File: src/sv/mhc_pkg.sv
package mhc_pkg;

    localparam int WIN_DEPTH  = 13;
    localparam int TYPE_LEN   = 13;
    localparam int PREFIX_LEN = 8;
    localparam int CNT_W      = $clog2(WIN_DEPTH + 1);

    localparam logic [7:0] CHR_TAB   = 8'h09;
    localparam logic [7:0] CHR_LF    = 8'h0A;
    localparam logic [7:0] CHR_CR    = 8'h0D;
    localparam logic [7:0] CHR_SPACE = 8'h20;
    localparam logic [7:0] CHR_UP_A  = 8'h41;
    localparam logic [7:0] CHR_UP_Z  = 8'h5A;
    localparam logic [7:0] CASE_GAP  = 8'h20;

    // "content-type:" in lower case; the first PREFIX_LEN bytes are "content-"
    localparam logic [7:0] TYPE_PATTERN [TYPE_LEN] = '{
        8'h63, 8'h6F, 8'h6E, 8'h74, 8'h65, 8'h6E, 8'h74,
        8'h2D, 8'h74, 8'h79, 8'h70, 8'h65, 8'h3A
    };

    typedef enum logic [1:0] {
        CLASS_MESSAGE = 2'd0,
        CLASS_CONTENT = 2'd1,
        CLASS_TYPE    = 2'd2
    } t_class;

    typedef struct packed {
        logic [7:0] out_byte;
        t_class     header_class;
        logic       field_start;
        logic       block_last;
    } t_result;

    // only A-Z fold to lower case
    function automatic logic [7:0] fold(input logic [7:0] c);
        logic [7:0] r;
        r = c;
        if (c >= CHR_UP_A && c <= CHR_UP_Z) begin
            r = c + CASE_GAP;
        end
        return r;
    endfunction

endpackage

File: src/sv/mhc_in_if.sv
interface mhc_in_if;
    logic       valid;
    logic       ready;
    logic [7:0] in_byte;
    logic       end_of_block;

    modport source (output valid, output in_byte, output end_of_block, input ready);
    modport sink   (input valid, input in_byte, input end_of_block, output ready);
endinterface

File: src/sv/mhc_out_if.sv
interface mhc_out_if;
    logic       valid;
    logic       ready;
    logic [7:0] out_byte;
    logic [1:0] header_class;
    logic       field_start;
    logic       block_last;

    modport source (output valid, output out_byte, output header_class,
                    output field_start, output block_last, input ready);
    modport sink   (input valid, input out_byte, input header_class,
                    input field_start, input block_last, output ready);
endinterface

File: src/sv/mhc_match.sv
// Case-insensitive compare of the window view against the pattern and its prefix.
module mhc_match (
    input  logic [7:0]                 i_bytes [mhc_pkg::WIN_DEPTH],
    input  logic [mhc_pkg::WIN_DEPTH-1:0] i_valid,
    output mhc_pkg::t_class            o_class
);

    logic [mhc_pkg::TYPE_LEN-1:0] hit;
    logic                         type_ok;
    logic                         prefix_ok;

    always_comb begin
        for (int k = 0; k < mhc_pkg::TYPE_LEN; k++) begin
            hit[k] = i_valid[k] && (mhc_pkg::fold(i_bytes[k]) == mhc_pkg::TYPE_PATTERN[k]);
        end
        type_ok   = &hit;
        prefix_ok = &hit[mhc_pkg::PREFIX_LEN-1:0];
        if (type_ok) begin
            o_class = mhc_pkg::CLASS_TYPE;
        end else if (prefix_ok) begin
            o_class = mhc_pkg::CLASS_CONTENT;
        end else begin
            o_class = mhc_pkg::CLASS_MESSAGE;
        end
    end

endmodule

File: src/sv/mhc_out_buf.sv
// Two-entry result buffer; the upstream side sees only the registered fill.
module mhc_out_buf (
    input  logic             i_clk,
    input  logic             i_rst_n,
    input  logic             i_push,
    input  mhc_pkg::t_result i_data,
    output logic             o_space,
    mhc_out_if.source        o_out
);

    mhc_pkg::t_result r_slot0, n_slot0;
    mhc_pkg::t_result r_slot1, n_slot1;
    logic [1:0]       r_cnt, n_cnt;
    logic             pop;

    assign pop     = o_out.valid && o_out.ready;
    assign o_space = (r_cnt != 2'd2);

    always_comb begin
        n_slot0 = r_slot0;
        n_slot1 = r_slot1;
        n_cnt   = r_cnt;
        if (pop) begin
            n_slot0 = r_slot1;
        end
        if (i_push) begin
            if ((r_cnt == 2'd0) || (r_cnt == 2'd1 && pop)) begin
                n_slot0 = i_data;
            end else begin
                n_slot1 = i_data;
            end
        end
        n_cnt = r_cnt + 2'(i_push) - 2'(pop);
    end

    always_ff @(posedge i_clk) begin
        if (!i_rst_n) begin
            r_cnt <= 2'd0;
        end else begin
            r_cnt <= n_cnt;
        end
        r_slot0 <= n_slot0;
        r_slot1 <= n_slot1;
    end

    assign o_out.valid        = (r_cnt != 2'd0);
    assign o_out.out_byte     = r_slot0.out_byte;
    assign o_out.header_class = r_slot0.header_class;
    assign o_out.field_start  = r_slot0.field_start;
    assign o_out.block_last   = r_slot0.block_last;

endmodule

File: src/sv/mail_header_classifier_top.sv
// Mail header field splitter and classifier. Header bytes enter one per request
// and leave twelve positions later, each tagged with its field's class
// (message header, other Content- header, Content-Type header) and a
// field-start flag. In steady state, while the output buffer has space, one
// byte is taken and one result is given every cycle; the first twelve bytes of
// a block give no result. The byte marked end_of_block flushes the window:
// after it the input stalls while the held bytes (up to thirteen) drain one
// per cycle whenever the buffer has space, the last carrying block_last.
// Results wait in a two-entry buffer, so input keeps flowing while one result
// waits to be taken. The match on a field looks at its first 13 bytes even
// where they run into the next field; bytes beyond the block end never match.
module mail_header_classifier_top (
    input  logic      i_clk,
    input  logic      i_rst_n,
    mhc_in_if.sink    i_in,
    mhc_out_if.source o_out
);

    localparam int D = mhc_pkg::WIN_DEPTH;
    localparam int W = mhc_pkg::CNT_W;

    // window: slot 0 oldest; slots below r_count hold bytes
    logic [7:0]     r_win   [D];
    logic [7:0]     n_win   [D];
    logic [D-1:0]   r_start, n_start;
    logic [W-1:0]   r_count, n_count;
    logic           r_prev_nl, n_prev_nl;
    logic           r_in_block, n_in_block;
    logic           r_draining, n_draining;
    mhc_pkg::t_class r_class, n_class;

    // view of the window with the incoming byte appended
    logic [7:0]     v_byte  [D];
    logic [D-1:0]   v_valid;
    logic [D-1:0]   v_start;

    logic            space;
    logic            acc;
    logic            drain_emit;
    logic            emit;
    logic            starts;
    logic [7:0]      b;
    mhc_pkg::t_class match_class;
    mhc_pkg::t_class class_now;
    mhc_pkg::t_result res;

    assign b          = i_in.in_byte;
    assign i_in.ready = !r_draining && space;
    assign acc        = i_in.valid && i_in.ready;
    assign drain_emit = r_draining && space;

    // a field starts on the first byte of a block, or after CR/LF unless the
    // byte continues a folded line (space, tab) or is the LF of a CRLF
    assign starts = !r_in_block ||
                    (r_prev_nl && b != mhc_pkg::CHR_SPACE && b != mhc_pkg::CHR_TAB &&
                     b != mhc_pkg::CHR_LF);

    always_comb begin
        for (int k = 0; k < D; k++) begin
            if (W'(k) < r_count) begin
                v_byte[k]  = r_win[k];
                v_valid[k] = 1'b1;
                v_start[k] = r_start[k];
            end else if (acc && W'(k) == r_count) begin
                v_byte[k]  = b;
                v_valid[k] = 1'b1;
                v_start[k] = starts;
            end else begin
                v_byte[k]  = r_win[k];
                v_valid[k] = 1'b0;
                v_start[k] = 1'b0;
            end
        end
    end

    mhc_match u_match (
        .i_bytes (v_byte),
        .i_valid (v_valid),
        .o_class (match_class)
    );

    // class is decided when a field's first byte is the oldest slot
    assign class_now = v_start[0] ? match_class : r_class;

    // steady-state emit happens once the window is full with the new byte
    assign emit = (acc && !i_in.end_of_block && r_count == W'(D - 1)) || drain_emit;

    assign res.out_byte     = v_byte[0];
    assign res.header_class = class_now;
    assign res.field_start  = v_start[0];
    assign res.block_last   = drain_emit && (r_count == W'(1));

    always_comb begin
        n_win      = r_win;
        n_start    = r_start;
        n_count    = r_count;
        n_prev_nl  = r_prev_nl;
        n_in_block = r_in_block;
        n_draining = r_draining;
        n_class    = r_class;

        if (emit) begin
            n_class = class_now;
            for (int k = 0; k < D - 1; k++) begin
                n_win[k]   = v_byte[k + 1];
                n_start[k] = v_start[k + 1];
            end
            n_win[D-1]   = v_byte[D-1];
            n_start[D-1] = 1'b0;
        end else if (acc) begin
            n_win   = v_byte;
            n_start = v_start;
        end

        if (acc) begin
            n_prev_nl  = (b == mhc_pkg::CHR_CR) || (b == mhc_pkg::CHR_LF);
            n_in_block = 1'b1;
            if (i_in.end_of_block) begin
                n_count    = r_count + W'(1);
                n_draining = 1'b1;
            end else if (!emit) begin
                n_count = r_count + W'(1);
            end
        end

        if (drain_emit) begin
            n_count = r_count - W'(1);
            if (r_count == W'(1)) begin
                // block done: back to the reset picture
                n_draining = 1'b0;
                n_prev_nl  = 1'b0;
                n_in_block = 1'b0;
                n_class    = mhc_pkg::CLASS_MESSAGE;
            end
        end
    end

    always_ff @(posedge i_clk) begin
        if (!i_rst_n) begin
            r_count    <= '0;
            r_prev_nl  <= 1'b0;
            r_in_block <= 1'b0;
            r_draining <= 1'b0;
            r_class    <= mhc_pkg::CLASS_MESSAGE;
            r_start    <= '0;
        end else begin
            r_count    <= n_count;
            r_prev_nl  <= n_prev_nl;
            r_in_block <= n_in_block;
            r_draining <= n_draining;
            r_class    <= n_class;
            r_start    <= n_start;
        end
        r_win <= n_win;
    end

    mhc_out_buf u_out_buf (
        .i_clk   (i_clk),
        .i_rst_n (i_rst_n),
        .i_push  (emit),
        .i_data  (res),
        .o_space (space),
        .o_out   (o_out)
    );

endmodule

File: src/flat_wrapper.sv
// flat-port wrapper written by rule: the top's interface ports become plain ports
module mail_header_classifier_top_flat 
  (i_clk, i_rst_n, i_in_valid, i_in_in_byte, i_in_end_of_block, i_in_ready, o_out_valid, o_out_out_byte, o_out_header_class, o_out_field_start, o_out_block_last, o_out_ready);
  mhc_in_if i_in_i ();
  mhc_out_if o_out_i ();
  input  logic i_clk;
  input  logic i_rst_n;
  input wire logic [$bits(i_in_i.valid)-1:0] i_in_valid;
  input wire logic [$bits(i_in_i.in_byte)-1:0] i_in_in_byte;
  input wire logic [$bits(i_in_i.end_of_block)-1:0] i_in_end_of_block;
  output wire logic [$bits(i_in_i.ready)-1:0] i_in_ready;
  output wire logic [$bits(o_out_i.valid)-1:0] o_out_valid;
  output wire logic [$bits(o_out_i.out_byte)-1:0] o_out_out_byte;
  output wire logic [$bits(o_out_i.header_class)-1:0] o_out_header_class;
  output wire logic [$bits(o_out_i.field_start)-1:0] o_out_field_start;
  output wire logic [$bits(o_out_i.block_last)-1:0] o_out_block_last;
  input wire logic [$bits(o_out_i.ready)-1:0] o_out_ready;
  assign i_in_i.valid = i_in_valid;
  assign i_in_i.in_byte = i_in_in_byte;
  assign i_in_i.end_of_block = i_in_end_of_block;
  assign i_in_ready = i_in_i.ready;
  assign o_out_valid = o_out_i.valid;
  assign o_out_out_byte = o_out_i.out_byte;
  assign o_out_header_class = o_out_i.header_class;
  assign o_out_field_start = o_out_i.field_start;
  assign o_out_block_last = o_out_i.block_last;
  assign o_out_i.ready = o_out_ready;
  mail_header_classifier_top u_core (.i_clk(i_clk), .i_rst_n(i_rst_n), .i_in(i_in_i), .o_out(o_out_i));
endmodule
File: config.mk
export PLATFORM = sky130hd
export DESIGN_NAME = mail_header_classifier_top_flat
export DESIGN_NICKNAME = d
export VERILOG_FILES = /design/src/sv/mhc_pkg.sv /design/src/sv/mhc_in_if.sv /design/src/sv/mhc_out_if.sv /design/src/sv/mhc_match.sv /design/src/sv/mhc_out_buf.sv /design/src/sv/mail_header_classifier_top.sv /design/src/flat_wrapper.sv
export SDC_FILE = /design/constraint.sdc
export NUM_CORES = 1
export LEC_CHECK = 0
export BUFFER_PORTS_ARGS = -buffer_cell sky130_fd_sc_hd__buf_2
export CAP_MARGIN = 10
export CORE_MARGIN = 1
export CORE_UTILIZATION = 55
export DETAILED_ROUTE_END_ITERATION = 8
export GPL_ROUTABILITY_DRIVEN = 0
export PLACE_DENSITY = 0.75
export SYNTH_ARGS = -nofsm -noshare
export SYNTH_HDL_FRONTEND = slang
export SYNTH_SLANG_ARGS = --single-unit
File: constraint.sdc
create_clock -name i_clk -period 3.4 [get_ports i_clk]
set_clock_uncertainty 0.05 [all_clocks]
set_input_delay 0.17 -clock i_clk [delete_from_list [all_inputs] [get_ports i_clk]]
set_output_delay 0.17 -clock i_clk [all_outputs]
set_load 0.01 [all_outputs]
## Yosys cells after proc, flatten, opt, wreduce, memory -nomap -nowiden

Index checks and enable logic that the tools add are counted.

| word-level totals | value |
|---|---|
| output and inout bits | 14 |
| register bits | 152 |
| word-level logic and storage cells | 307 |

| cells by class | value |
|---|---|
| muxes and demuxes | 118 |
| $lt $le $gt $ge | 39 |
| add/subtract/negate cells | 17 |
| bitwise operators | 2 |
| reduce and logical (&&, ||, !) cells | 67 |
| eq/ne operators | 35 |

Operators by type and width:

| cell | count |
|---|---|
| 2-to-1 mux 8 bit | 39 |
| 2-to-1 mux 104 bit | 2 |
| adder 8 x 6 -> 8 bit (second input constant) | 13 |
| greater-or-equal comparator 8 x 7 -> 1 bit (second input constant) | 13 |
| <= comparator 8 x 7 -> 1 bit (second input constant) | 13 |
| equality test 8 x 7 -> 1 bit (second input constant) | 11 |
| 2-to-1 mux 1 bit | 63 |
| 2-to-1 mux 12 bit | 5 |
| logical AND 1 bit | 50 |
| equality test 4 bit (first input constant) | 5 |
| less-than comparator 4 bit (first input constant) | 5 |
| equality test 3 x 4 -> 1 bit (first input constant) | 4 |
| equality test 8 x 4 -> 1 bit (second input constant) | 2 |
| equality test 8 x 6 -> 1 bit (second input constant) | 2 |
| less-than comparator 3 x 4 -> 1 bit (first input constant) | 4 |
| 2-to-1 mux 4 bit | 4 |
| != test 8 x 4 -> 1 bit (second input constant) | 2 |
| AND reduction 13 bit | 1 |
| 2-to-1 mux 2 bit | 5 |
| equality test 2 x 4 -> 1 bit (first input constant) | 2 |
| less-than comparator 1 x 4 -> 1 bit (first input constant) | 2 |
| less-than comparator 2 x 4 -> 1 bit (first input constant) | 2 |
| != test 8 x 6 -> 1 bit (second input constant) | 1 |
| AND reduction 8 bit | 1 |
| 18 further kinds | 27 |

## Depth between registers and ports, before layout

Gate-level depths: netlist (run 1).

| logic depth | value |
|---|---|
| depth after elaboration | 18 |
| gate-level depth with buffers | 17 |

## Cells and area by module

From an unflattened synthesis (run 1), not the netlist that was laid out.

| second synthesis, totals | value |
|---|---|
| cell total of the unflattened synthesis | 797 |
| area, all modules | 9032.4 µm² |

By module, submodules not included:

| module | area each (µm²) | cells an instance | instances |
|---|---|---|---|
| mail_header_classifier_top | 7332.0 | 653 | 1 |
| mhc_out_buf | 1077.3 | 67 | 1 |
| mhc_match | 623.1 | 77 | 1 |

## Worst setup path after synthesis (run 1)

No wires, ideal clock.

| timing | value |
|---|---|
| path kind | register to register |
| from | register u_core.r_count[0] |
| to | register u_core.u_out_buf.r_slot1[2] (netlist bit) (data pin) |
| path buffers | 3 |
| setup slack | -223 ps |
| period minus slack after synthesis | 3623 ps |
| stages on the path, launching flop included | 17 |
| library setup time | 256 ps |
| data arrival time | 3317 ps |
| cell sequence | dfxtp_1 clkbuf_1 inv_1 ha_1 buf_2 nand3_1 nor3_2 buf_2 mux2_2 ha_1 nor4b_1 nor2_1 nor4b_1 o22ai_1 nor4b_1 nand4b_1 nand2_1 |

| on the way | value |
|---|---|
| longest elaborated chain between the ends | 13 |
| elaborated cells between the ends (all ways) | 189 |
| those cells by class | 13 x add/sub; 39 x order compare; 25 x eq/ne; 70 x mux; 42 x reduce/logical |

RTL lines:

| what | RTL line | RTL |
|---|---|---|
| from (decl) | mail_header_classifier_top.sv:26 | `logic [W-1:0] r_count, n_count;` |
| from (signal assigned) | mail_header_classifier_top.sv:147 | `r_count <= n_count;` |
| equality test 1 x 4 -> 1 bit (tied with other cells) | mail_header_classifier_top.sv:64 | `end else if (acc && W'(k) == r_count) begin` |
| logical AND 1 bit | mail_header_classifier_top.sv:64 |  |
| 2-to-1 mux 8 bit | mail_header_classifier_top.sv:64 |  |
| 2-to-1 mux 8 bit | mail_header_classifier_top.sv:60 | `if (W'(k) < r_count) begin` |
| greater-or-equal comparator 8 x 7 -> 1 bit / <= comparator 8 x 7 -> 1 bit (equally long branches) | mhc_pkg.sv:39 | `if (c >= CHR_UP_A && c <= CHR_UP_Z) begin` |
| logical AND 1 bit | mhc_pkg.sv:39 |  |
| 2-to-1 mux 8 bit | mhc_pkg.sv:39 |  |
| equality test 8 x 7 -> 1 bit / equality test 8 x 6 -> 1 bit (equally long branches) | mhc_match.sv:14 | `hit[k] = i_valid[k] && (mhc_pkg::fold(i_bytes[k]) == mhc_pkg::TYPE_PATTERN[k]);` |
| logical AND 1 bit | mhc_match.sv:14 |  |
| AND reduction 8 bit | mhc_match.sv:17 | `prefix_ok = &hit[mhc_pkg::PREFIX_LEN-1:0];` |
| 2-to-1 mux 1 bit | mhc_match.sv:20 | `end else if (prefix_ok) begin` |
| 2-to-1 mux 2 bit | mhc_match.sv:18 | `if (type_ok) begin` |
| 2-to-1 mux 2 bit * | mail_header_classifier_top.sv:83 | `assign class_now = v_start[0] ? match_class : r_class;` |
| net u_core.class_now[0] | mail_header_classifier_top.sv:44 | `mhc_pkg::t_class class_now;` |
| to (signal assigned) | mhc_out_buf.sv:43 | `r_slot1 <= n_slot1;` |
| to (decl) | mhc_out_buf.sv:12 | `mhc_pkg::t_result r_slot1, n_slot1;` |

Mark *: on every way through the listed nets, which the timed path passes. The rest lies on a longest branch.
A chain may end at the register's enable or synchronous reset.

## Worst setup path after layout (run 1)

| timing | value |
|---|---|
| from | register u_core.r_count[1] |
| to | register u_core.u_out_buf.r_slot1[2] (netlist bit) (data pin) |

Same word-level chain as after synthesis.

==> results of run 1 <==
==> what timing repair did <==
item	in CTS	in global routing
endpoints found under the setup margin	3	6
resized for setup	1	40
pin swaps	1	17
buffers inserted	1	8
endpoints found under the hold margin	3	0
hold buffers	2	0
==> final timing paths <==
check                    startpoint  depth (start not counted)  slack (ps)                           to
setup / recovery  u_core.r_count[1]                         14          70  u_core.u_out_buf.r_slot1[2]
hold / removal      i_in_in_byte[7]                          3         270             u_core.r_win[95]
setup reg to reg  u_core.r_count[1]                         14          70  u_core.u_out_buf.r_slot1[2]
hold reg to reg   u_core.r_in_block                          2         440            u_core.r_in_block
==> state kept, by name, indices dropped and copies added (netlist names) <==
register / cells
u_core.r_win: 104
u_core.r_start: 13
u_core.u_out_buf.r_slot1: 12
u_core.u_out_buf.o_out.out_byte: 8
u_core.r_count: 4
u_core.r_class: 2
u_core.u_out_buf.o_out.header_class: 2
u_core.u_out_buf.r_cnt: 2
u_core.r_draining: 1
u_core.r_in_block: 1
u_core.r_prev_nl: 1
u_core.u_out_buf.o_out.block_last: 1
u_core.u_out_buf.o_out.field_start: 1
==> cell usage in the layout, fill, tap and decap left out, types with 5 or more instances in the layout <==
cell,n
edfxtp_1,116
nand2b_1,8
o22ai_1,58
a22oi_1,5
and2_1,5
nor2b_1,15
dfxtp_1,32
nor4_1,5
mux2_2,22
clkbuf_16,20
inv_1,32
nor3b_1,5
mux2i_1,48
buf_4,73
ha_1,17
o2111ai_1,5
buf_2,26
nand3_1,14
nor2_1,200
o21ai_0,20
nor3_1,12
nand4b_1,5
a31oi_1,6
a21oi_1,63
nand4_1,17
nand2_1,51
==> worst max-delay path, cell delays in order, from the launching register on <==
cell and delay, ps:
dfxtp_2 330, inv_2 60, ha_2 200, nand3_4 90
nor3_4 290, mux2_4 370, ha_4 260, nor3_1 200
mux2i_1 110, nor3_1 210, o22ai_1 140, nor4b_2 290
buf_4 190, nand4b_1 180, nand2_1 90
==> cell families after synthesis <==
logic type	share of synthesized area (%)
muxes	8.51
buffers and inverters	4.64
xor gates and xnor gates	0.497
DFF	47.7
AOI/OAI and AO/OA	14.7
adders and majority gates	2.98
and+or+nand+nor	21.0
==> final cells by class <==
cell class	count	area (µm²)	share of cell area, %
multi-input cells	686	4390	42.3
inverters	37	144	1.39
flip-flops and latches	152	4210	40.6
clock inverters	9	85.1	0.821
repair buffers	105	761	7.34
well taps	211	264	2.55
clock buffers	23	512	4.94
==> routing by layer <==
metal | vias up | part of all wire, % | global-route usage, %
li1 | 3577 | - | -
met1 | 3705 | 44 | 41.2
met2 | 387 | 45 | 44.7
met3 | 66 | 7.7 | 6.28
met4 | 0 | 3.4 | 13.8
met5 | - | 0 | 0
==> power by group <==
group	total, mW	internal, mW	switching [mW]
logic	3.33	1.43	1.91
registers	3.53	3.02	0.510
clock network	1.92	1.14	0.778
total	8.78	5.58	3.20
==> per-stage QoR <==
| stage | hold WS (ps) | utilization (%) |
|---|---|---|
| 3_3_place_gp | 401 | 61.6 |
| 4_1_cts | 236 | 65.6 |
| 2_1_floorplan | 242 | - |
| 5_1_grt | 258 | 67.2 |
| 6_report | 266 | 67.2 |
| 3_5_place_dp | 404 | 61.6 |
==> results.yml, run 1 <==
run_status:
  status: "finished clean"
yosys:
  synth_edf_count: 116
  netlist_top_cells_area: "edfxtp_1, nor2_1, dfxtp_1"
  synth_ff_type: "edfxtp_1"
  seq_area_frac_synth_pct: 47.7
  yosysWarnings: 0
  synth_top_area_cell: "edfxtp_1"
  synth_most_common_cell: "nor2_1"
  netlist_instances: 938
  synth.cell_area_mm2: 0.00882
  yosysUniqueCellTypes: 71
  synth-seq-cells: 152
  ys_top_cells_by_count: "nor2_1, edfxtp_1, a21oi_1"
  avgSynthCellArea_um2: 9.40
  netlist.area_leader.share_pct: 39.5
  ys_async_sr_fraction_pct: 0
  syn-num-nets: 972
clock_tree:
  cts_made_buffers: 17
  cts_tree: "done"
  clk_latency_ps: 440
  clk_path_buf_depth: 2
  path_clk_slew_ps: 70
  htreeDepth: 4
  clock-sinks: 152
  clockRootBuffer: "clkbuf_16"
critical_path:
  cp_max_fo: 4
  cp-end-kind: "register"
  start_kind: "register"
  crit_type: "register to register"
  cp.required_ps: 3530
  cp.arrival_ps: 3460
routing:
  routed_wl_um: 24200
  postRouteAntennaNets: 0
  drtIter0Drc: 832
  num_vias: 7735
  wl_per_cell_um: 19.8
  first_pass_iters: 5
  route.detailed.drc: 0
  vias_per_cell: 6.32
cells_and_area:
  num-nets-final: 1033
  n_antenna_cell: 0
  syn2layout_area_growth_pct: 17.5
  fin_area_mm2: 0.0104
  final_cell_count_no_fill: 1223
  fillCellCount: 1212
  drive_gt1_share_pct: 20.6
floorplanning:
  dieArea_mm2: 0.0165
  fp.dieW_um: 129
  fp.coreArea_mm2: 0.0154
  dieHeight_um: 129
  ios: 27
  rows: 45
  start_util_pct: 57.2
power_and_ir_drop:
  leakage_nw: 4.07
  power.density_mw_per_mm2: 847
  finalPower_mw: 8.78
  vdd_drop_max_mv: 0.414
sta:
  layout_setup_ws_ps: 67.6
  rsz0062_at_grt: "true"
  setup_viol: 0
  fmax_mhz: 300
  final_max_slew_viol_count: 0
  fin_crit_ps: 3330
  finalSetupTns_ps: 0
  worst_slew_pin_slew_ps: 1070
  finalCritPeriodShare_pct: 98.0
  hold_violations: 0
  relSlewSlack_pct: 28.5
placement:
  portBuffers: 26
  place_area_mm2: 0.00950
  dp.cells: 1180
  preCtsSetupSlack_ps: -29.4
  dp_hpwl_um: 15900
global_route:
  grt_overflow: 0
  groute.usage.overall_pct: 29.7
  grt_pass1_wl_um: 37500
  grt_antenna_before_repair: 0
  grt_max_degree: 126
  grt_pass1_vias: 7158
job:
  maxCapViolations: 0
worst_hold_path:
  min-delay-path-class: "primary input to register"
No activity file was read; power rests on OpenSTA's default activity.
==> inputs of run 2 (changes only) <==
--- a/config.mk
+++ b/config.mk
@@ -11,7 +11,7 @@
 export CORE_UTILIZATION = 55
 export DETAILED_ROUTE_END_ITERATION = 8
 export GPL_ROUTABILITY_DRIVEN = 0
-export PLACE_DENSITY = 0.75
+export PLACE_DENSITY = 0.71
 export SYNTH_ARGS = -nofsm -noshare
 export SYNTH_HDL_FRONTEND = slang
 export SYNTH_SLANG_ARGS = --single-unit
==> results.yml, run 2 (synthesis results as in run 1) <==
sta:
  hold_violations: 0
  final_max_slew_viol_count: 0
  setup_viol: 0
  fin_crit_ps: 3300
  fmax_mhz: 303
  finalCritPeriodShare_pct: 97.0
  finalSetupTns_ps: 0
  worst_slew_pin_slew_ps: 1130
  relSlewSlack_pct: 24.0
cells_and_area:
  largest_register_ffs: 104
  drive_gt1_share_pct: 20.9
  final_cell_mix: "nor2_1, edfxtp_1, buf_4"
  regArea_mm2: 0.00421
  num-nets-final: 1038
  top_register: "u_core.r_win"
  n_antenna_cell: 0
  mostFrequentLayoutCell: "nor2_1"
  fillCellCount: 1243
  top_regs: "u_core.r_win: 104 flops, u_core.r_start: 13 flops, u_core.u_out_buf.r_slot1: 12 flops"
  multi_input_area_mm2: 0.00434
  syn2layout_area_growth_pct: 16.9
power_and_ir_drop:
  finalPower_mw: 8.58
  leakage_nw: 4.09
  power.density_mw_per_mm2: 832
  vdd_drop_max_mv: 0.450
floorplanning:
  dieArea_mm2: 0.0165
  fp.dieW_um: 129
  ios: 27
  rows: 45
  fp.coreArea_mm2: 0.0154
  dieHeight_um: 129
  start_util_pct: 57.2
clock_tree:
  clk_latency_ps: 430
  cts_tree: "done"
  cts_made_buffers: 17
  clk_path_buf_depth: 2
  htreeDepth: 4
  clock-sinks: 152
  path_clk_slew_ps: 70
  clockRootBuffer: "clkbuf_16"
critical_path:
  cp-end-kind: "register"
  start_kind: "register"
  cp.arrival_ps: 3590
  crit_type: "register to register"
  cp_max_fo: 15
  cp.required_ps: 3700
routing:
  route.detailed.drc: 0
  drtIter0Drc: 837
  num_vias: 7761
  wl_per_cell_um: 20.2
  first_pass_iters: 5
  postRouteAntennaNets: 0
  routed_wl_um: 24800
  vias_per_cell: 6.32
global_route:
  grt_overflow: 0
  grt_antenna_before_repair: 0
  groute.usage.overall_pct: 31.0
  grt_pass1_wl_um: 38900
  grt_pass1_vias: 7223
  grt_max_degree: 99
run_status:
  status: "finished clean"
worst_hold_path:
  min-delay-path-class: "primary input to register"
placement:
  portBuffers: 26
  dp_hpwl_um: 16800
job:
  maxCapViolations: 0
run 2: path summary, 6_finish.rpt:
| path | from | end | slack, ps | depth (start not counted) |
|---|---|---|---|---|
| worst max register to register | u_core.r_count[3] | u_core.u_out_buf.o_out.header_class[1] | 100 | 10 |
| worst min-delay path | i_in_in_byte[6] | u_core.r_prev_nl | 160 | 4 |
| worst max-delay path | u_core.r_count[3] | u_core.u_out_buf.o_out.header_class[1] | 100 | 10 |
| worst min register to register | u_core.r_in_block | u_core.r_in_block | 440 | 2 |
run 2: repair_timing:
action,CTS,global route
gates resized for setup,3,28
endpoints found under the hold margin,4,0
setup endpoints to repair,6,6
pin swaps,0,15
cloned,0,0
hold buffers,2,0
setup buffers,0,16
run 2: critical path: stages (launching register included):
cell and delay [ps]:
dfxtp_2 370, buf_4 200, and2b_1 350, nand4_1 330, mux2_2 420, ha_1 280
nor2b_1 130, o2111ai_1 130, a2111oi_2 490, nand4_1 250, a22oi_1 210
run 2: per-layer routing:
layer | global-route usage [%] | share of wire, % | up-vias
li1 | - | - | 3588
met3 | 5.78 | 8.2 | 71
met4 | 14.9 | 3.5 | 0
met2 | 47.6 | 45 | 401
met5 | 0 | 0 | -
met1 | 42.6 | 44 | 3701
run 2: layout make-up:
class                      count  area share, %
timing repair buffer         110           7.58
sequential                   152           40.8
clock buffer                  20           4.64
clock inverter                12          0.959
multi-input combinational    686           42.1
inverter                      37           1.40
tap                          211           2.56
run 2: stage by stage:
stage | instances | cell area, µm² | hold WS, ps | util [%] | setup WS (ps)
3_3_place_gp | 1178 | 9470 | 408 | 61.4 | -25.8
6_report | 1228 | 10300 | 163 | 66.8 | 102
5_1_grt | 1228 | 10300 | 172 | 66.8 | -7.47
2_1_floorplan | 938 | 8840 | 242 | - | -72.7
4_1_cts | 1212 | 10100 | 128 | 65.4 | -10.6
3_5_place_dp | 1178 | 9470 | 412 | 61.4 | -137
run 2: report_power, final:
part | internal [mW] | switching, mW
clock network | 1.04 | 0.823
logic | 1.33 | 1.87
registers | 3.01 | 0.512
total | 5.38 | 3.20
